**src/hw/rtl/cau_pkg.sv**
```systemverilog
// shared types and constants for the complex arithmetic unit
// no dependencies
`default_nettype none
package cau_pkg;

  localparam int W   = 32;            // word width, two's complement
  localparam int F   = 16;            // fraction bits
  localparam int PW  = 2 * W;         // product width
  localparam int NB  = PW + F;        // dividend width, also the number of cells

  typedef enum logic [2:0] {
    OP_ADD = 3'd0,
    OP_SUB = 3'd1,
    OP_MUL = 3'd2,
    OP_DIV = 3'd3,
    OP_MOD = 3'd4,
    OP_EQ  = 3'd5
  } op_e;

  // one request as it travels down the cell row
  typedef struct packed {
    logic          valid;
    op_e           op;
    logic          neg_re;
    logic          neg_im;
    logic [NB-1:0] n_re;     // dividend bits in, quotient bits out
    logic [NB-1:0] n_im;
    logic [PW-1:0] r_re;     // partial remainder (root remainder for modulus)
    logic [PW-1:0] r_im;
    logic [W-1:0]  root;
    logic [PW-1:0] den;
    logic [W-1:0]  res_re;   // finished result for the short operations
    logic [W-1:0]  res_im;
    logic          eq;
    logic          dz;
    logic          sat;
  } cell_t;

endpackage
`default_nettype wire

```
**src/hw/rtl/cau_back.sv**
```systemverilog
// sign, clipping and output register at the end of the cell row
// depends on cau_pkg
`default_nettype none
module cau_back import cau_pkg::*; (
  input  logic         clk_i,
  input  logic         rst_ni,
  input  logic         en_i,
  input  cell_t        cell_i,
  output logic         valid_o,
  output logic [W-1:0] res_re_o,
  output logic [W-1:0] res_im_o,
  output logic         eq_o,
  output logic         dz_o,
  output logic         sat_o
);

  function automatic logic [W:0] qsat(input logic [NB-1:0] q, input logic neg);
    logic clip;
    if (!neg) begin
      clip = |q[NB-1:W-1];
      qsat = clip ? {1'b1, 1'b0, {(W-1){1'b1}}} : {1'b0, q[W-1:0]};
    end else begin
      clip = (|q[NB-1:W]) || (q[W-1] && (|q[W-2:0]));
      qsat = clip ? {1'b1, 1'b1, {(W-1){1'b0}}} : {1'b0, -q[W-1:0]};
    end
  endfunction

  logic [W:0]   q_re, q_im;
  logic [W-1:0] re_d, im_d;
  logic         sat_d;
  logic         v_q;
  logic [W-1:0] re_q, im_q;
  logic         eq_q, dz_q, sat_q;

  assign q_re = qsat(cell_i.n_re, cell_i.neg_re);
  assign q_im = qsat(cell_i.n_im, cell_i.neg_im);

  always_comb begin
    re_d  = cell_i.res_re;
    im_d  = cell_i.res_im;
    sat_d = cell_i.sat;
    if (cell_i.op == OP_DIV && !cell_i.dz) begin
      re_d  = q_re[W-1:0];
      im_d  = q_im[W-1:0];
      sat_d = q_re[W] | q_im[W];
    end else if (cell_i.op == OP_MOD) begin
      re_d  = cell_i.root[W-1] ? {1'b0, {(W-1){1'b1}}} : cell_i.root;
      im_d  = '0;
      sat_d = cell_i.root[W-1];
    end
  end

  always_ff @(posedge clk_i or negedge rst_ni) begin
    if (!rst_ni) begin
      v_q <= 1'b0;
    end else if (en_i) begin
      v_q <= cell_i.valid;
    end
  end

  always_ff @(posedge clk_i) begin
    if (en_i) begin
      re_q  <= re_d;
      im_q  <= im_d;
      eq_q  <= cell_i.eq;
      dz_q  <= cell_i.dz;
      sat_q <= sat_d;
    end
  end

  assign valid_o  = v_q;
  assign res_re_o = re_q;
  assign res_im_o = im_q;
  assign eq_o     = eq_q;
  assign dz_o     = dz_q;
  assign sat_o    = sat_q;

endmodule
`default_nettype wire
```
**config.mk**
```make
export PLATFORM = sky130hd
export DESIGN_NAME = cau_back
export DESIGN_NICKNAME = d
export VERILOG_FILES = /design/src/hw/rtl/cau_pkg.sv /design/src/hw/rtl/cau_back.sv
export SDC_FILE = /design/constraint.sdc
export NUM_CORES = 1
export LEC_CHECK = 0
export ABC_AREA = 1
export BUFFER_PORTS_ARGS = -buffer_cell sky130_fd_sc_hd__clkbuf_2
export CAP_MARGIN = 20
export CORE_AREA = 4 4 202 204
export DETAILED_ROUTE_END_ITERATION = 7
export DIE_AREA = 0 0 206 208
export SLEW_MARGIN = 20
export SYNTH_ARGS = -nofsm -noshare
export SYNTH_HDL_FRONTEND = slang
export SYNTH_SLANG_ARGS = --single-unit
```
**constraint.sdc**
```tcl
create_clock -name clk_i -period 1.2 [get_ports clk_i]
set_input_delay 0.24 -clock clk_i [delete_from_list [all_inputs] [get_ports clk_i]]
set_output_delay 0.24 -clock clk_i [all_outputs]
set_load 0.02 [all_outputs]
```
# Yosys cells after proc, flatten, opt, wreduce, memory -nomap -nowiden
# Index checks and enable logic that the tools add are counted.
[classes]
addsub = 2
n_bitwise = 1
muxes = 13
reduce_logical = 12
n_eq_ne = 2
[op_table]
columns = ["op", "count"]
rows = [
  ["two-way mux 33 bit", 6],
  ["two-way mux 32 bit", 4],
  ["OR reduction 49 bit", 2],
  ["OR reduction 48 bit", 2],
  ["negator 32 bit", 2],
  ["OR reduction 31 bit", 2],
  ["two-way mux 31 bit", 1],
  ["== test 3 x 2 -> 1 bit (second input constant)", 1],
  ["== test 3 bit (second input constant)", 1],
  ["logical AND 1 bit", 3],
  ["logical OR 1 bit", 2],
  ["two-way mux 1 bit", 2],
  ["logical NOT 1 bit", 1],
  ["bitwise OR 1 bit", 1],
]
[word_totals]
wordCells = 36
out_inout_bits = 68
register_bits = 68

# Depth between registers and ports, before layout
# Gate-level depths: netlist of run 1.
[depth]
ltp_word = 7
ltp_mapped = 13

# Worst setup path before layout of run 1
# Ideal clock, no wire load.
[synth_path]
path_type = "input to register"
start = "in cell_i[371] (netlist name)"
end = "reg re_q[31], in the netlist res_re_o[31], data pin"
path_slack_ns = -0.609
setup_time_ns = 0.254
arrival_ns = 1.555
cell_stages = 12
cell_sequence = "inv_1 > ha_1 > nand3_2 > nor2_4 > nand2_2 > o21ai_0 > nand2_1 > nor2_4 > buf_6 > nand2_1 > nand3_1 > nand2_1"
[synth_via]
elab_chain_cells = 6
elab_cells_between_ends = 7
[synth_lines]
columns = ["item", "line", "text"]
rows = [
  ["from (decl)", "cau_back.sv:8", "input cell_t cell_i,"],
  ["branches (longest 3 deep; another with negator 32 bit)", "n/a", ""],
  ["two-way mux 33 bit (*)", "cau_back.sv:24", "qsat = clip ? {1'b1, 1'b1, {(W-1){1'b0}}} : {1'b0, -q[W-1:0]};"],
  ["two-way mux 33 bit (*)", "cau_back.sv:19", "if (!neg) begin"],
  ["two-way mux 32 bit (*)", "cau_back.sv:42", "if (cell_i.op == OP_DIV && !cell_i.dz) begin"],
  ["named net re_d[31]", "cau_back.sv:29", "logic [W-1:0] re_d, im_d;"],
  ["to (signal assigned)", "cau_back.sv:63", "re_q <= re_d;"],
  ["to (decl)", "cau_back.sv:32", "logic [W-1:0] re_q, im_q;"],
]
# Mark *: on every way through the listed nets, which the timed path passes.
# A chain may end at the register's enable or synchronous reset.

# Worst setup path after layout of run 1
[layout_path]
start = "in cell_i[301] (netlist name)"
end = "reg im_q[25], in the netlist res_im_o[25], data pin"
[layout_via]
elab_chain_cells = 6
elab_cells_between_ends = 7
[layout_lines]
columns = ["item", "line", "text"]
rows = [
  ["branches (longest 3 deep; another with negator 32 bit)", "n/a", ""],
  ["two-way mux 33 bit (*)", "cau_back.sv:24", ""],
  ["two-way mux 33 bit (*)", "cau_back.sv:19", ""],
  ["two-way mux 32 bit (*)", "cau_back.sv:42", ""],
  ["named net im_d[25]", "cau_back.sv:29", ""],
  ["to (signal assigned)", "cau_back.sv:64", "im_q <= im_d;"],
  ["to (decl)", "cau_back.sv:32", ""],
]
# Marked as above.

==> impl_metrics.py, run 1 <==
metrics = {
    "yosys": {
        "synthMuxAreaShare_pct": 0.177,
        "ys_types": 37,
        "ys_ff_latch": 68,
        "synth_top_family_by_area": "simple AND/OR/NAND/NOR gates",
        "synth_compound_area_share_pct": 12.5,
        "syn_nets": 1474,
        "synth_ff_type": "edfxtp_1",
        "ys_seq_area_share_pct": 32.0,
        "synth_common_cells": "321 x nor2_1, 201 x nand2_1, 121 x inv_1",
        "synth.area.top_cells": "edfxtp_1 32%, nor2_1 19%, nand2_1 12%",
        "ys_warn_count": 0,
        "synth.top_cell.area_share_pct": 31.6,
        "postSynthAreaPerCell_sq_um": 6.29,
        "yosysTopAreaCell": "edfxtp_1",
        "synthSimpleGateAreaFrac_pct": 38.7,
        "synth-xor-area-share_pct": 6.33,
        "synth_cells": 1012,
        "synth_area_sq_um": 6360,
        "synthAdderAreaFrac_pct": 0.393,
        "synthArstFlopShare_pct": 1.47,
        "synth-edff-count": 67,
        "yosysMostFrequentCell": "nor2_1",
    },
    "power": {
        "fin_total_pwr_mw": 8.30,
        "peakVddDrop_mv": 0.651,
        "power_density_nw_per_um2": 687,
        "p_leak_nw": 5.75,
    },
    "routing": {
        "remaining_drc_errors": 0,
        "wl_mm": 34.0,
        "avgRoutedWirePerCell_um": 16.4,
        "drt-initial-drc-count": 408,
        "vias_per_cell": 4.16,
        "dr.pass1.iters": 5,
        "postRouteAntennaNets": 0,
        "vias": 8595,
    },
    "final_layout": {
        "regArea_sq_um": 2040,
        "synthToLayoutAreaGrowth_pct": 89.8,
        "drive_gt1_share_pct": 54.8,
        "stdcell_area_sq_um": 12100,
        "multi_input_area_sq_um": 4900,
        "layout.nets": 1995,
        "fill_cells": 4262,
    },
    "global_routing": {
        "grt_first_pass_wirelength_mm": 48.8,
        "grt_start_max_net_pins": 34,
        "grt_use_total_pct": 14.9,
        "grt-ovfl-total": 0,
        "grt_pass1_vias": 8702,
        "grt_antenna_before_repair": 14,
    },
    "sta": {
        "period_share_pct": 129,
        "worst_slew_pin_slew_ns": 0.380,
        "drv_slew": 0,
        "rsz0062_at_grt": "yes",
        "hold_violations": 0,
        "fin_ws_ns": -0.350,
        "slew_headroom_pct": 74.7,
        "setup_viol": 67,
        "fmax_mhz": 645,
        "min_period_ns": 1.55,
        "skew_ns": 0,
    },
    "clock_network": {
        "cts_max_level": 3,
        "cts_sinks": 68,
        "cts_root_buffer": "clkbuf_16",
        "path_clk_slew_ns": 0.06,
        "clk_path_buf_depth": 2,
        "cts_made_buffers": 9,
        "cts_tree": "built",
        "insertion_delay_ns": 0.35,
    },
    "status": {
        "violations": "setup timing",
        "run_status": "finished with violations",
    },
    "setup_path": {
        "crit_path_top_delay_cell": "nor2_4",
        "path_class": "primary input to flop",
        "cp-end-kind": "flop",
        "required_ns": 1.41,
        "cp_cell_sequence": "clkbuf_2 -> nor2_1 -> nand2_1 -> nor2_2 -> nand2_4 -> o21ai_4 -> nand2_4 -> nor2_4 -> buf_6 -> nand2_1 -> a21oi_1",
        "start_kind": "primary input",
        "cp_max_fo": 8,
        "critPathArrivalTime_ns": 1.76,
        "slowest_delay_ns": 0.23,
    },
    "floorplanning": {
        "die_w_um": 206,
        "die_area_sq_um": 42800,
        "die_h_um": 208,
        "start_util_pct": 16.2,
        "coreArea_sq_um": 39300,
        "ios": 528,
        "rows": 73,
    },
    "place": {
        "port_buffers": 335,
        "dpl-instance-area_sq_um": 10200,
        "place_hpwl_mm": 27.7,
        "finalWeightedCongestion": 0.917,
        "preCtsSetupSlack_ns": -0.787,
    },
    "min_path": {
        "hold_class": "primary input to flop",
    },
    "flow_run": {
        "cap_violations": 0,
    },
}
==> layer usage <==
layer,global-route usage (%),wire length (um),vias up
met3,5.86,3530,69
met1,18.8,14300,3911
met5,0,131,-
li1,-,-,4279
met4,5.39,903,20
met2,23.0,15100,316
==> report_power, final <==
part	switching, mW	internal [mW]	leakage, nW	total, mW
registers	0.0852	2.88	0.668	2.96
clock network	1.06	1.39	0.127	2.45
logic	1.61	1.28	4.96	2.89
total	2.75	5.55	5.75	8.30
==> cells in the final DEF, fill, tap and decap left out, types with 6 or more instances in the layout <==
cell,synthesis,routed
clkbuf_2,0,291
nor2_1,321,226
buf_4,0,185
nand2_1,201,120
inv_1,121,106
nor2_2,5,73
edfxtp_1,67,67
a21oi_2,2,51
xor2_1,44,43
nand2_2,2,41
nand2_4,1,41
a21oi_1,86,36
nor2_4,4,31
buf_6,4,31
nand3_1,38,28
o22a_1,28,28
clkbuf_16,0,12
buf_2,2,12
buf_12,0,12
inv_2,0,10
nand3_2,3,10
nand4_1,9,9
nor3_2,0,7
nor3_1,14,6
==> cells by family after synthesis <==
kind of cell | after synthesis
simple gates | 607
mux | 1
xor+xnor | 46
fa+ha+maj | 2
compound gates | 133
flops | 68
buf+inv | 155
==> repair_timing <==
action / in CTS / in global routing
pin swaps: 20 / 101
hold endpoints to repair: 1 / 0
gates cloned: 2 / 3
gates resized for setup: 129 / 304
hold buffers: 1 / 0
setup buffers: 14 / 11
setup endpoints to repair: 69 / 80
==> metrics by stage <==
stage	cells	hold WS [ns]	TNS, ns	util, %
final	2067	0.0713	-18.87	30.8
after detailed placement	2023	0.0167	-44.47	25.9
after CTS	2054	0.0537	-14.80	28.1
after global routing	2067	0.0550	-24.86	30.8
after global placement	2023	0.0160	-43.29	25.9
after floorplan	1012	-0.0556	-22.66	-
==> flip-flops by register name (all words and copies together) (netlist names) <==
| register | flops |
|---|---|
| valid_o | 1 |
| res_im_o | 32 |
| dz_o | 1 |
| res_re_o | 32 |
| eq_o | 1 |
| sat_o | 1 |
==> final cells by class <==
| type | count | area share, % |
|---|---|---|
| Multi-Input combinational cell | 789 | 40.6 |
| Timing Repair Buffer | 544 | 30.8 |
| Sequential cell | 68 | 16.9 |
| Tap cell | 525 | 5.44 |
| Inverter | 121 | 4.12 |
| Clock buffer | 13 | 1.99 |
| Clock inverter | 3 | 0.124 |
| Antenna cell | 4 | 0.0829 |
==> final timing paths <==
kind	start	endpoint	slack, ns	cells after the start
worst max-delay path	cell_i[301]	res_im_o[25]	-0.35	11
worst min-delay path	cell_i[2]	eq_o	0.07	1
worst max register to register	valid_o	valid_o	0.46	1
worst min register to register	valid_o	valid_o	0.51	1
max in group asynchronous	rst_ni	valid_o	0.92	2
min in group asynchronous	rst_ni	valid_o	0.20	2
==> critical path, delay by kind of cell <==
family	cells	cell delay, ns
AND/OR/NAND/NOR	7	0.86
buffers and inverters	2	0.34
AO/OA/AOI/OAI	2	0.30
Power figures use the tool's default switching activity.
==> run 2, diff against run 1 <==
--- a/config.mk
+++ b/config.mk
@@ -6,11 +6,11 @@
 export NUM_CORES = 1
 export LEC_CHECK = 0
 export ABC_AREA = 1
-export BUFFER_PORTS_ARGS = -buffer_cell sky130_fd_sc_hd__clkbuf_2
 export CAP_MARGIN = 20
 export CORE_AREA = 4 4 202 204
 export DETAILED_ROUTE_END_ITERATION = 7
 export DIE_AREA = 0 0 206 208
+export DONT_BUFFER_PORTS = 1
 export SLEW_MARGIN = 20
 export SYNTH_ARGS = -nofsm -noshare
 export SYNTH_HDL_FRONTEND = slang
==> impl_metrics.py, run 2 (synthesis gave the netlist of run 1 again) <==
metrics = {
    "flow_run": {
        "cap_violations": 0,
    },
    "setup_path": {
        "r2r_end": "valid_o",
        "rrSetupSlack_ns": 0.34,
        "startpoint": "cell_i[372]",
        "cp_cell_sequence": "inv_12 -> ha_4 -> nand3_4 -> nor2_4 -> nand2_2 -> o21ai_4 -> nand2_4 -> nor2_4 -> buf_12 -> nand2_1 -> a21oi_2",
        "cp_max_fo": 11,
        "start_kind": "primary input",
        "rr_worst_depth": 1,
        "cp-end-kind": "flop",
        "critPathArrivalTime_ns": 1.65,
        "cpMostUsedCell": "nor2_4",
        "slowest_delay_ns": 0.23,
        "endpoint": "res_re_o[15]",
        "crit_path_top_delay_cell": "nor2_4",
        "required_ns": 1.40,
        "path_class": "primary input to flop",
        "rr_startpoint": "valid_o",
    },
    "global_routing": {
        "gr-usage-met2_pct": 23.2,
        "top_usage_layer": "met2",
        "met3_usage_pct": 6.59,
        "grt_use_total_pct": 14.6,
        "grt_start_max_net_pins": 69,
        "grt-ovfl-total": 0,
        "grt_pass1_vias": 7289,
        "grt_util_met1_pct": 17.5,
        "grt_antenna_before_repair": 12,
        "grt_first_pass_wirelength_mm": 46.2,
    },
    "clock_network": {
        "insertion_delay_ns": 0.36,
        "path_clk_slew_ns": 0.06,
        "cts_max_level": 3,
        "cts_tree": "built",
        "cts_root_buffer": "clkbuf_16",
        "cts_made_buffers": 9,
        "cts_sinks": 68,
        "clk_path_buf_depth": 2,
    },
    "final_layout": {
        "layout.nets": 1609,
        "synthToLayoutAreaGrowth_pct": 52.1,
        "final_common_cell": "nor2_1",
        "mostFrequentLayoutCells": "244 x nor2_1, 143 x nand2_1, 125 x buf_4, 108 x inv_1, 67 x edfxtp_1",
        "stdcell_area_sq_um": 9680,
        "fin_util_pct": 24.7,
        "drive_gt1_share_pct": 34.4,
    },
    "floorplanning": {
        "start_util_pct": 16.2,
        "rows": 73,
        "die_w_um": 206,
        "ios": 528,
        "die_h_um": 208,
        "coreArea_sq_um": 39300,
        "die_area_sq_um": 42800,
    },
    "sta": {
        "skew_ns": 0,
        "setup_viol": 80,
        "slew_headroom_pct": 44.0,
        "fmax_mhz": 691,
        "min_period_ns": 1.45,
        "hold_violations": 0,
        "worst_slew_pin_slew_ns": 0.837,
        "period_share_pct": 121,
        "tns_ns": -13.45,
        "drv_slew": 0,
        "fin_ws_ns": -0.247,
        "whs_ns": 0.0164,
        "rsz0062_at_grt": "yes",
    },
    "min_path": {
        "hold_class": "primary input to flop",
    },
    "place": {
        "finalWeightedCongestion": 0.887,
        "dpl-instance-area_sq_um": 7950,
        "place_hpwl_mm": 25.5,
        "port_buffers": 0,
    },
    "routing": {
        "vias": 7234,
        "dr.pass1.iters": 7,
        "avgRoutedWirePerCell_um": 19.8,
        "drt-initial-drc-count": 384,
        "wl_mm": 33.3,
        "postRouteAntennaNets": 0,
        "remaining_drc_errors": 0,
        "vias_per_cell": 4.31,
    },
    "status": {
        "run_status": "finished with violations",
        "violations": "setup timing",
    },
    "power": {
        "peakVddDrop_mv": 0.634,
        "p_leak_nw": 3.93,
        "power_density_nw_per_um2": 816,
    },
}
[run 2: changes by cell type in the layout (fill, tap and decap cells not counted), sizes merged]
| cell | change |
|---|---|
| clkbuf | -298 |
| buf | -94 |
| bufinv | +3 |
| dlygate4sd3 | +3 |
| inv | -2 |
| clkinv | +1 |
| clkinvlp | +1 |
| diode | -1 |
[run 2: area by class of cell]
cell class	count	area [sq um]
Fill cell	4346	29600
Inverter	121	536
Clock inverter	6	103
Multi-Input combinational cell	789	4610
Timing Repair Buffer	158	1500
Clock buffer	10	229
Sequential cell	68	2040
Tap cell	525	657
Antenna cell	3	7.51
[run 2: critical path, delay by kind of cell]
family | cells | cell delay, ns
AO/OA/AOI/OAI | 2 | 0.31
buffers and inverters | 2 | 0.23
adder cells (fa/ha/maj) | 1 | 0.14
AND/OR/NAND/NOR | 6 | 0.73
[run 2: worst min-delay path by stage]
stage,from,endpoint,depth (start not counted)
after floorplan,rst_ni,valid_o,0
after global placement,rst_ni,valid_o,0
after detailed placement,rst_ni,valid_o,0
after CTS,en_i,res_im_o[17],0
after global routing,en_i,res_im_o[15],0
final,en_i,res_im_o[15],0
[run 2: report_power, final]
part	internal [mW]	switching [mW]	total (mW)
Sequential	2.90	0.442	3.34
Clock	2.02	1.21	3.23
Combinational	0.639	0.697	1.34
[run 2: timing repair]
action / in CTS / in global routing
setup endpoints to repair: 63 / 65
hold endpoints to repair: 46 / 17
gates resized for setup: 163 / 122
gates cloned: 7 / 3
setup buffers: 19 / 6
pin swaps: 40 / 51
hold buffers: 3 / 1
[run 2: layer usage]
metal	part of all wire, %	routed length [um]	vias up
met5	0.37	123	-
met4	2.6	854	18
met3	11	3770	74
met2	45	14900	350
met1	41	13600	3287
li1	-	-	3505
[run 2: through the flow]
| step | total power, mW | instances | worst slack, ns |
|---|---|---|---|
| after floorplan | 4.02 | 1012 | -0.459 |
| after global placement | 4.46 | 1626 | -0.572 |
| after detailed placement | 4.47 | 1626 | -0.636 |
| after CTS | 7.90 | 1669 | -0.186 |
| after global routing | 8.26 | 1679 | -0.334 |
| final | 7.91 | 1680 | -0.247 |
