File: src/hw/rtl/cau_pkg.sv
// shared types and constants for the complex arithmetic unit
// no dependencies
`default_nettype none
package cau_pkg;

  localparam int W   = 32;            // word width, two's complement
  localparam int F   = 16;            // fraction bits
  localparam int PW  = 2 * W;         // product width
  localparam int NB  = PW + F;        // dividend width, also the number of cells

  typedef enum logic [2:0] {
    OP_ADD = 3'd0,
    OP_SUB = 3'd1,
    OP_MUL = 3'd2,
    OP_DIV = 3'd3,
    OP_MOD = 3'd4,
    OP_EQ  = 3'd5
  } op_e;

  // one request as it travels down the cell row
  typedef struct packed {
    logic          valid;
    op_e           op;
    logic          neg_re;
    logic          neg_im;
    logic [NB-1:0] n_re;     // dividend bits in, quotient bits out
    logic [NB-1:0] n_im;
    logic [PW-1:0] r_re;     // partial remainder (root remainder for modulus)
    logic [PW-1:0] r_im;
    logic [W-1:0]  root;
    logic [PW-1:0] den;
    logic [W-1:0]  res_re;   // finished result for the short operations
    logic [W-1:0]  res_im;
    logic          eq;
    logic          dz;
    logic          sat;
  } cell_t;

endpackage
`default_nettype wire

File: src/hw/rtl/cau_cell.sv
// one cell of the row: a restoring divide step on both parts, or a root step
// depends on cau_pkg
`default_nettype none
module cau_cell import cau_pkg::*; (
  input  logic  clk_i,
  input  logic  rst_ni,
  input  logic  en_i,
  input  cell_t cell_i,
  output cell_t cell_o
);

  logic [PW:0]  t_re, t_im, d_re, d_im, dv;
  logic         ge_re, ge_im, ge_rt;
  logic [W+3:0] ts, trial, sd;
  cell_t        nxt, c_q;

  assign dv    = {1'b0, cell_i.den};
  assign t_re  = {cell_i.r_re, cell_i.n_re[NB-1]};
  assign t_im  = {cell_i.r_im, cell_i.n_im[NB-1]};
  assign ge_re = t_re >= dv;
  assign ge_im = t_im >= dv;
  assign d_re  = t_re - dv;
  assign d_im  = t_im - dv;

  // root remainder stays below twice the root plus one
  assign ts    = {cell_i.r_re[W+1:0], cell_i.n_re[NB-1:NB-2]};
  assign trial = {2'b00, cell_i.root, 2'b01};
  assign ge_rt = ts >= trial;
  assign sd    = ts - trial;

  always_comb begin
    nxt = cell_i;
    unique case (cell_i.op)
      OP_DIV: begin
        nxt.r_re = ge_re ? d_re[PW-1:0] : t_re[PW-1:0];
        nxt.r_im = ge_im ? d_im[PW-1:0] : t_im[PW-1:0];
        nxt.n_re = {cell_i.n_re[NB-2:0], ge_re};
        nxt.n_im = {cell_i.n_im[NB-2:0], ge_im};
      end
      OP_MOD: begin
        nxt.r_re = PW'(ge_rt ? sd[W+1:0] : ts[W+1:0]);
        nxt.n_re = {cell_i.n_re[NB-3:0], cell_i.n_im[NB-1:NB-2]};
        nxt.n_im = {cell_i.n_im[NB-3:0], 2'b00};
        nxt.root = {cell_i.root[W-2:0], ge_rt};
      end
      default: ;
    endcase
  end

  always_ff @(posedge clk_i or negedge rst_ni) begin
    if (!rst_ni) begin
      c_q <= '0;
    end else if (en_i) begin
      c_q <= nxt;
    end
  end

  assign cell_o = c_q;

endmodule
`default_nettype wire

File: config.mk
export PLATFORM = sky130hd
export DESIGN_NAME = cau_cell
export DESIGN_NICKNAME = d
export VERILOG_FILES = /design/src/hw/rtl/cau_pkg.sv /design/src/hw/rtl/cau_cell.sv
export SDC_FILE = /design/constraint.sdc
export NUM_CORES = 1
export LEC_CHECK = 0
export BUFFER_PORTS_ARGS = -buffer_cell sky130_fd_sc_hd__buf_2
export CORE_AREA = 2 2 356 358
export DETAILED_ROUTE_END_ITERATION = 10
export DIE_AREA = 0 0 358 360
export GPL_ROUTABILITY_DRIVEN = 0
export GPL_TIMING_DRIVEN = 0
export PLACE_DENSITY = 0.43
export SYNTH_ARGS = -nofsm -noshare
export SYNTH_HDL_FRONTEND = slang
export SYNTH_SLANG_ARGS = --single-unit
File: constraint.sdc
create_clock -name clk_i -period 0.9 [get_ports clk_i]
set_input_delay 0.135 -clock clk_i [delete_from_list [all_inputs] [get_ports clk_i]]
set_output_delay 0.135 -clock clk_i [all_outputs]
set_load 0.01 [all_outputs]
**Word level (Yosys, flattened, before mapping)**

Cells that the tools add are included.

- Logic and storage cells: 29
- Output and inout bits: 457
- Register bits: 457
- Input port bits: 460

- Mux-type cells: 6
- $lt $le $gt $ge: 3
- Equal/unequal tests: 2
- $add $sub $neg: 3

Operator list:

| cell | count |
|---|---|
| 224-bit one-hot mux with 2 select lines | 1 |
| 64-bit two-way mux | 3 |
| 65-bit by 64-bit greater-or-equal comparator with 1-bit output | 2 |
| 64-bit subtractor | 2 |
| 36-bit by 34-bit greater-or-equal comparator with 1-bit output | 1 |
| 34-bit two-way mux | 1 |
| 34-bit subtractor | 1 |
| 32-bit two-way mux | 1 |
| 3-bit by 2-bit == test with 1-bit output, second input constant | 1 |
| 3-bit == test, second input constant | 1 |

**Logic depth before layout (Yosys ltp)**

Gate-level depths: netlist (run 1).

- Depth after elaboration: 3
- Mapped depth: 17
- Mapped depth without buffers: 15

**Worst setup path before layout (run 1)**

OpenSTA, ideal clock, no wires.

- Path kind: in2reg
- Start: in cell_i[81] (netlist name)
- End: reg c_q (netlist bit cell_o[240])
- Data required time: 0.763 ns
- Arrival: 3.064 ns
- Setup time: 0.137 ns
- Path buffers: 2
- Setup slack: -2.301 ns
- Stages: 15
- Cell sequence: inv_1 ha_1 clkbuf_1 a21o_1 nor2_1 a221oi_1 o21ai_0 a31o_2 o31ai_2 a31oi_1 o21bai_2 buf_2 mux2_2 a221oi_1 a21oi_1

- Word-level cells in the longest chain between the ends: 3

RTL lines:

| what | line | RTL |
|---|---|---|
| start, declared | cau_cell.sv:8 | `input cell_t cell_i,` |
| 65-bit by 64-bit greater-or-equal comparator with 1-bit output | cau_cell.sv:20 | `assign ge_re = t_re >= dv;` |
| 64-bit two-way mux | cau_cell.sv:35 | `nxt.r_re = ge_re ? d_re[PW-1:0] : t_re[PW-1:0];` |
| 224-bit one-hot mux with 2 select lines | cau_cell.sv:33 | `unique case (cell_i.op)` |
| end signal, assigned | cau_cell.sv:54 | `c_q <= nxt;` |
| end, declared | cau_cell.sv:15 | `cell_t nxt, c_q;` |

Every way passes these cells.
A chain may end at the register's enable or synchronous reset.

**Worst setup path after layout (run 1)**

- Start: in cell_i[105] (netlist name)
- End: reg c_q (netlist bit cell_o[225])

- Word-level cells in the longest chain between the ends: 3
- Elaborated cells between the ends (all ways): 4
- Those cells by class: add/sub (1); order compare (1); mux (2)

RTL lines:

| what | line | RTL |
|---|---|---|
| 64-bit subtractor or 65-bit by 64-bit greater-or-equal comparator with 1-bit output (tied branches) | cau_cell.sv:23, cau_cell.sv:21 |  |
| 64-bit two-way mux * | cau_cell.sv:36 | `nxt.r_im = ge_im ? d_im[PW-1:0] : t_im[PW-1:0];` |
| 64-bit two-way mux * | cau_cell.sv:33 |  |

Mark *: on every way between the ends. The rest lies on a longest branch, timed or not.

==> impl_metrics.json, run 1 <==
{
  "htree_levels": 3,
  "finalCriticalPeriod_ns": 3.03,
  "syn_avg_cell_area_um2": 8.58,
  "ys_ff_latch": 457,
  "synthAdderAreaFrac": 0.0664,
  "area_growth_syn_to_layout_pct": 74.1,
  "clkLatencyLatePin_ns": 0.67,
  "synth_top_family_by_area": "compound AO/OA/AOI/OAI gates",
  "rsz0062_at_grt": "true",
  "cp.arrival_ns": 3.63,
  "grt_overflow": 0,
  "grt_max_degree": 106,
  "port_buffers": 916,
  "dieWidth_um": 358,
  "dieArea_um2": 129000,
  "finalSetupViolations": 848,
  "synth_mux_area_frac": 0.0712,
  "synth_cell_types": 81,
  "cap_violations": 1,
  "critPathSlowestCell": "or4_4",
  "violations": "hold timing, capacitance limit, slew limit, setup timing",
  "final_layout_size_suffix_gt1_frac": 0.413,
  "ys_seq_area_frac": 0.367,
  "place_ws_ns": -3.70,
  "relSlewSlack": -0.0515,
  "regToRegSetupSlack_ns": -0.12,
  "synthSimpleGateAreaFrac": 0.142,
  "setup_ws_ns": -2.13,
  "worst-slew-pin-transition_ns": 1.58,
  "netlist_instances": 3630,
  "r2r_end": "cell_o[22]",
  "startpoint": "cell_i[105]",
  "wl_um": 193000,
  "largest_register_ffs": 457,
  "slew_violations": 11,
  "num_vias": 37200,
  "ant_nets": 0,
  "cts_tree": "yes",
  "syn-num-nets": 4254,
  "cts.clk_slew.worst_paths_ns": 0.06,
  "postCtsHoldBufs": 463,
  "criticalPathCategory": "in -> reg",
  "dr.pass1.iters": 7,
  "end_kind": "flip-flop",
  "core_area_um2": 125000,
  "cts_inserted_buffers": 66,
  "fin_skew_ns": 0,
  "synthArstFlopShare": 1.00,
  "period_share": 3.37,
  "cp_cell_sequence": "buf_6 > inv_4 > ha_4 > and4_4 > nand3_2 > or4_4 > or4_4 > nor3_4 > o21bai_2 > a211oi_4 > nor2_4 > buf_12 > buf_8 > buf_16 > buf_12 > a21oi_4 > o22ai_2 > a21oi_1",
  "setup_tns_ns": -474.90,
  "power_density_nw_per_um2": 1540,
  "dp_hpwl_um": 145000,
  "p_leak_nw": 23.8,
  "viasPerCell": 5.24,
  "dieHeight_um": 360,
  "synth_compound_area_frac": 0.258,
  "peakVddDrop_uv": 1590,
  "cts_buffer_depth": 3,
  "core.rowCount": 130,
  "boundaryPins": 917,
  "worstSetupEndpoint": "cell_o[225]",
  "worst_hold_slack_ns": -0.574,
  "min_path_type": "in -> async",
  "synthXorXnorAreaFrac": 0.0422,
  "max_freq_mhz": 330,
  "drc_errors": 0,
  "wl_per_cell_um": 27.2,
  "crit_path_max_fanout": 6,
  "drt-initial-drc-count": 2734,
  "syn_area_um2": 31100,
  "regToRegStartpoint": "cell_o[22]",
  "cpPeakStageDelay_ns": 0.59,
  "cp-start-kind": "input pin",
  "clockRootBuffer": "clkbuf_16",
  "grt_antenna_before_repair": 30,
  "finalHoldViolCount": 187,
  "cp.required_ns": 1.50,
  "reg2regPathDepth": 3,
  "grt.total_usage": 0.289,
  "grt_pass1_vias": 37800,
  "synth_ff_type": "dfrtp_1",
  "start_util": 0.249,
  "synth-edff-count": 0,
  "grt_pass1_wl_um": 272000,
  "yosys_warnings": 0,
  "clkSinkCount": 457,
  "outcome": "finished with violations",
  "fin_nets": 6017
}
[cell families (layout without fill, tap and decap cells)]
group | Yosys count | in the layout
AOI/OAI and AO/OA | 1210 | 1210
xor gates and xnor gates | 150 | 150
adders and majority gates | 164 | 164
buffers and inverters | 415 | 2221
DFF | 457 | 457
muxes | 201 | 201
other | 0 | 12
and+or+nand+nor | 1033 | 1033
[Yosys cell counts, types with 11 or more instances]
library cell / count / area (um^2)
nor2_1: 416 / 1560
xor2_1: 55 / 482
a211oi_1: 59 / 443
or3_1: 13 / 81.3
o21ai_0: 155 / 776
clkbuf_1: 226 / 848
o31ai_1: 12 / 90.1
nand4_1: 44 / 275
ha_1: 162 / 2030
nor2b_1: 12 / 75.1
nor3_1: 41 / 205
a41oi_1: 19 / 166
o21a_1: 17 / 128
a21o_1: 77 / 578
nand2b_1: 15 / 93.8
nand2_1: 370 / 1390
and3_1: 17 / 106
o21bai_1: 35 / 263
buf_2: 16 / 80.1
a22oi_1: 175 / 1310
mux2_2: 161 / 1810
mux2i_1: 38 / 380
o211ai_1: 19 / 143
o22ai_1: 12 / 75.1
a21boi_0: 11 / 82.6
buf_1: 13 / 48.8
a221oi_1: 26 / 228
dfrtp_1: 457 / 11400
xnor2_1: 95 / 832
a31oi_1: 239 / 1500
nand3_1: 60 / 300
inv_1: 148 / 556
a21oi_1: 235 / 1180
o2bb2ai_1: 40 / 350
[how the worst min path moves through the flow]
stage,from,to,slack [ns],cells after the start
global placement,cell_i[59],cell_o[59],0.37,2
floorplan,rst_ni,cell_o[0],-0.16,0
global route,rst_ni,cell_o[217],-0.53,1
detailed placement,rst_ni,cell_o[109],0.15,1
finish,rst_ni,cell_o[217],-0.57,1
CTS,rst_ni,cell_o[204],-0.57,1
[area by class of cell]
class	count	area, um^2
diodes	12	30.0
plain buffers	247	2330
clock buffers	91	1920
clock inverters	20	264
fillers	12500	70700
inverters	148	667
multi-input cells	2758	21200
flip-flops and latches	457	11500
well taps	1650	2060
repair buffers	1715	14300
[where the power goes]
part           leakage, nW  switching, mW  internal [mW]
Clock                 1.07           11.2           16.1
Combinational         17.5           16.6           15.0
Sequential            5.24           1.75           22.9
Total                 23.8           29.6           53.9
[critical path: cells and delay by family]
kind	cells	cell delay, ns
AND/OR/NAND/NOR	6	1.70
adder cells (fa/ha/maj)	1	0.26
buffers and inverters	6	0.71
AO/OA/AOI/OAI	5	0.80
[cells in the final DEF (no fill, tap or decap), types with 18 or more instances in the layout]
cell             n
buf_2          643
dlygate4sd3_1  463
dfrtp_1        444
nor2_1         366
buf_6          289
buf_4          274
nand2_1        254
a31oi_1        223
a21oi_1        196
mux2_2         146
a22oi_1        146
o21ai_0        130
ha_1           112
inv_1          111
nand2_2        110
xnor2_1         95
clkbuf_16       95
clkbuf_1        76
a21o_1          76
clkbuf_8        64
clkbuf_2        59
xor2_1          55
a211oi_2        49
nand3_1         46
ha_4            46
nand4_1         44
nor2_4          42
o2bb2ai_1       39
buf_12          35
o21bai_1        33
a21oi_2         31
mux2i_1         29
a22oi_2         29
nor3_1          27
o211ai_1        19
inv_2           18
buf_8           18
o21ai_1         18
[what timing repair did]
| item | in CTS | in global routing |
|---|---|---|
| resized for setup | 826 | 138 |
| setup endpoints to repair | 970 | 984 |
| buffers inserted | 237 | 85 |
| gates cloned | 22 | 0 |
| hold endpoints to repair | 611 | 79 |
| pin swaps | 178 | 99 |
[stage by stage]
stage	cells	util	power, mW	area [um^2]	hold slack (ns)
after global routing	7093	0.434	87.1	54200	-0.530
after CTS	7017	0.425	82.9	53100	-0.568
final	7098	0.434	83.5	54200	-0.574
after global placement	6196	0.324	48.1	40500	0.367
after floorplan	3630	-	37.8	33800	-0.161
after detailed placement	6200	0.325	48.1	40600	0.150
[layer usage]
metal  GRT usage  wire, um  up-vias
met1       0.353     77800    18400
met4       0.118      8840       24
met3      0.0701     14600      354
met2       0.483     91600     1514
met5           0       154        -
li1            -         -    16900
(Power assumes the default switching activity.)
==> inputs of run 2 (changes only) <==
--- a/config.mk
+++ b/config.mk
@@ -6,9 +6,9 @@
 export NUM_CORES = 1
 export LEC_CHECK = 0
 export BUFFER_PORTS_ARGS = -buffer_cell sky130_fd_sc_hd__buf_2
-export CORE_AREA = 2 2 356 358
+export CORE_AREA = 2 2 357 359
 export DETAILED_ROUTE_END_ITERATION = 10
-export DIE_AREA = 0 0 358 360
+export DIE_AREA = 0 0 359 361
 export GPL_ROUTABILITY_DRIVEN = 0
 export GPL_TIMING_DRIVEN = 0
 export PLACE_DENSITY = 0.43
==> constraint.sdc (replaced) <==
create_clock -name clk_i -period 0.9 [get_ports clk_i]
set_input_delay 0.045 -clock clk_i [delete_from_list [all_inputs] [get_ports clk_i]]
set_output_delay 0.045 -clock clk_i [all_outputs]
set_load 0.01 [all_outputs]
==> run 2 against run 1 <==
The run still ends with hold timing, capacitance limit, slew limit, setup timing left. Setup slack improved by 0.044 ns. Clock power about the same. Clock skew did not move. Sequential power decreased by 2%. Critical endpoint is now cell_o[219]. Combinational power shrank 7.3%. Final area shrank 5.3%. Core utilization shrank 2.5 points. Fmax grew 1.5%. Non-clock buffer count shrank 174. Via count shrank 2.2%. Wire length down 0.86%.
==> impl_metrics.json, run 2 (synthesis gave the netlist of run 1 again) <==
{
  "outcome": "finished with violations",
  "violations": "hold timing, capacitance limit, slew limit, setup timing",
  "peakVddDrop_uv": 1310,
  "max_freq_mhz": 335,
  "grt_pass1_vias": 36600,
  "worst-slew-pin-transition_ns": 1.51,
  "cp.arrival_ns": 3.47,
  "cp_cell_sequence": "buf_8 > clkinvlp_4 > ha_4 > and2_4 > nand3_4 > or4_4 > nor4b_2 > o21bai_2 > a211oi_4 > nor2_4 > buf_12 > buf_12 > buf_16 > nor2_4 > buf_12 > a221oi_2",
  "dieArea_um2": 130000,
  "wl_per_cell_um": 27.6,
  "rsz0062_at_grt": "true",
  "end_kind": "flip-flop",
  "grt.total_usage": 0.282,
  "area_growth_syn_to_layout_pct": 64.8,
  "finalCriticalPeriod_ns": 2.99,
  "cts.clk_slew.worst_paths_ns": 0.06,
  "core_area_um2": 125000,
  "nFillCells": 12800,
  "crit_path_max_fanout": 5,
  "cts_buffer_depth": 3,
  "grt_pass1_wl_um": 269000,
  "slew_violations": 11,
  "boundaryPins": 917,
  "largest_register_ffs": 457,
  "dieHeight_um": 361,
  "relSlewSlack": -0.00673,
  "worst_hold_slack_ns": -0.630,
  "final_common_cell": "buf_2",
  "fin_skew_ns": 0,
  "setup_ws_ns": -2.09,
  "power_density_nw_per_um2": 1570,
  "grt_max_degree": 104,
  "wl_um": 191000,
  "start_util": 0.248,
  "finalPower_mw": 80.8,
  "fin_nets": 5843,
  "crit_top_cell": "buf_12",
  "clockRootBuffer": "clkbuf_16",
  "finalSetupViolations": 803,
  "regToRegSetupSlack_ns": -0.14,
  "utilization": 0.409,
  "setup_tns_ns": -423.11,
  "clkLatencyLatePin_ns": 0.65,
  "port_buffers": 916,
  "grt_overflow": 0,
  "cap_violations": 1,
  "dp_hpwl_um": 145000,
  "criticalPathCategory": "in -> reg",
  "cts_inserted_buffers": 66,
  "dr.pass1.iters": 8,
  "grt_antenna_before_repair": 41,
  "cts_tree": "yes",
  "final_layout_size_suffix_gt1_frac": 0.400,
  "period_share": 3.32,
  "post-place-cells": 6200,
  "ant_nets": 0,
  "place_ws_ns": -3.54,
  "regToRegStartpoint": "cell_o[225]",
  "num_vias": 36400,
  "p_leak_nw": 22.4,
  "final_cell_mix": "buf_2 (887), dfrtp_1 (457), dlygate4sd3_1 (457), nor2_1 (356), nand2_1 (253)",
  "critPathSlowestCell": "nor4b_2",
  "startpoint": "cell_i[110]",
  "clkSinkCount": 457,
  "htree_levels": 3,
  "cpPeakStageDelay_ns": 0.70,
  "drc_errors": 0,
  "drt-initial-drc-count": 2938,
  "viasPerCell": 5.25,
  "finalHoldViolCount": 356,
  "cp-start-kind": "input pin",
  "stdcell_count": 6931,
  "min_path_type": "in -> async",
  "core.rowCount": 130,
  "dieWidth_um": 359,
  "cp.required_ns": 1.39
}
run 2: cell count changes in the layout (fill, tap and decap cells not counted), moves of 11 or more:
| cell | before | now |
|---|---|---|
| clkbuf_8 | 64 | 38 |
| dfrtp_2 | 13 | 0 |
| buf_2 | 643 | 887 |
| buf_6 | 289 | 56 |
| dfrtp_1 | 444 | 457 |
| clkbuf_4 | 17 | 28 |
| buf_4 | 274 | 117 |
run 2: cell type report:
type	instances	area (um^2)	area share
sequential	457	11400	0.223
inverter	148	673	0.0131
antenna	14	35.0	0.000683
buffer	248	2210	0.0430
clock inverter	24	318	0.00619
clock buffer	92	1890	0.0368
tap	1650	2060	0.0402
multi-input combinational	2758	21400	0.416
timing repair buffer	1540	11300	0.221
run 2: layer usage:
metal | part of all wire | GRT usage | vias up
li1 | - | - | 16600
met1 | 0.41 | 0.350 | 18000
met2 | 0.47 | 0.475 | 1503
met3 | 0.079 | 0.0676 | 295
met4 | 0.039 | 0.103 | 30
met5 | 0.0011 | 0 | -
run 2: worst max-delay path, delay by kind of cell:
kind	cells	cell delay, ns
buffers and inverters	6	0.82
adder cells (fa/ha/maj)	1	0.33
AND/OR/NAND/NOR	6	1.66
AO/OA/AOI/OAI	3	0.58
run 2: report_power, final:
part           switching [mW]  internal [mW]  leakage (nW)
combinational            16.6           12.6          16.0
clock                    11.5           15.9          1.08
sequential               1.34           22.9          5.25
total                    29.4           51.4          22.4
run 2: final timing paths:
kind	to	depth (start not counted)
worst max-delay path	cell_o[219]	16
worst min-delay path	cell_o[336]	1
worst max register to register	cell_o[225]	3
worst min register to register	cell_o[169]	1
max in group asynchronous	cell_o[180]	3
min in group clk_i	cell_o[210]	3
run 2: timing repair:
action                     4_1_cts  5_1_grt
cloned                          14       11
pin swaps                      106      130
hold endpoints to repair       811      121
gates resized for setup        284      334
hold buffers                   449        9
setup buffers                   70       69
setup endpoints to repair      939     1007
run 2: metrics by stage:
stage                     hold WS (ns)  area (um^2)
after floorplan                 -0.251        33700
after detailed placement        0.0759        40500
after global placement           0.276        40400
final                           -0.630        51300
after CTS                       -0.661        49400
after global routing            -0.618        51300
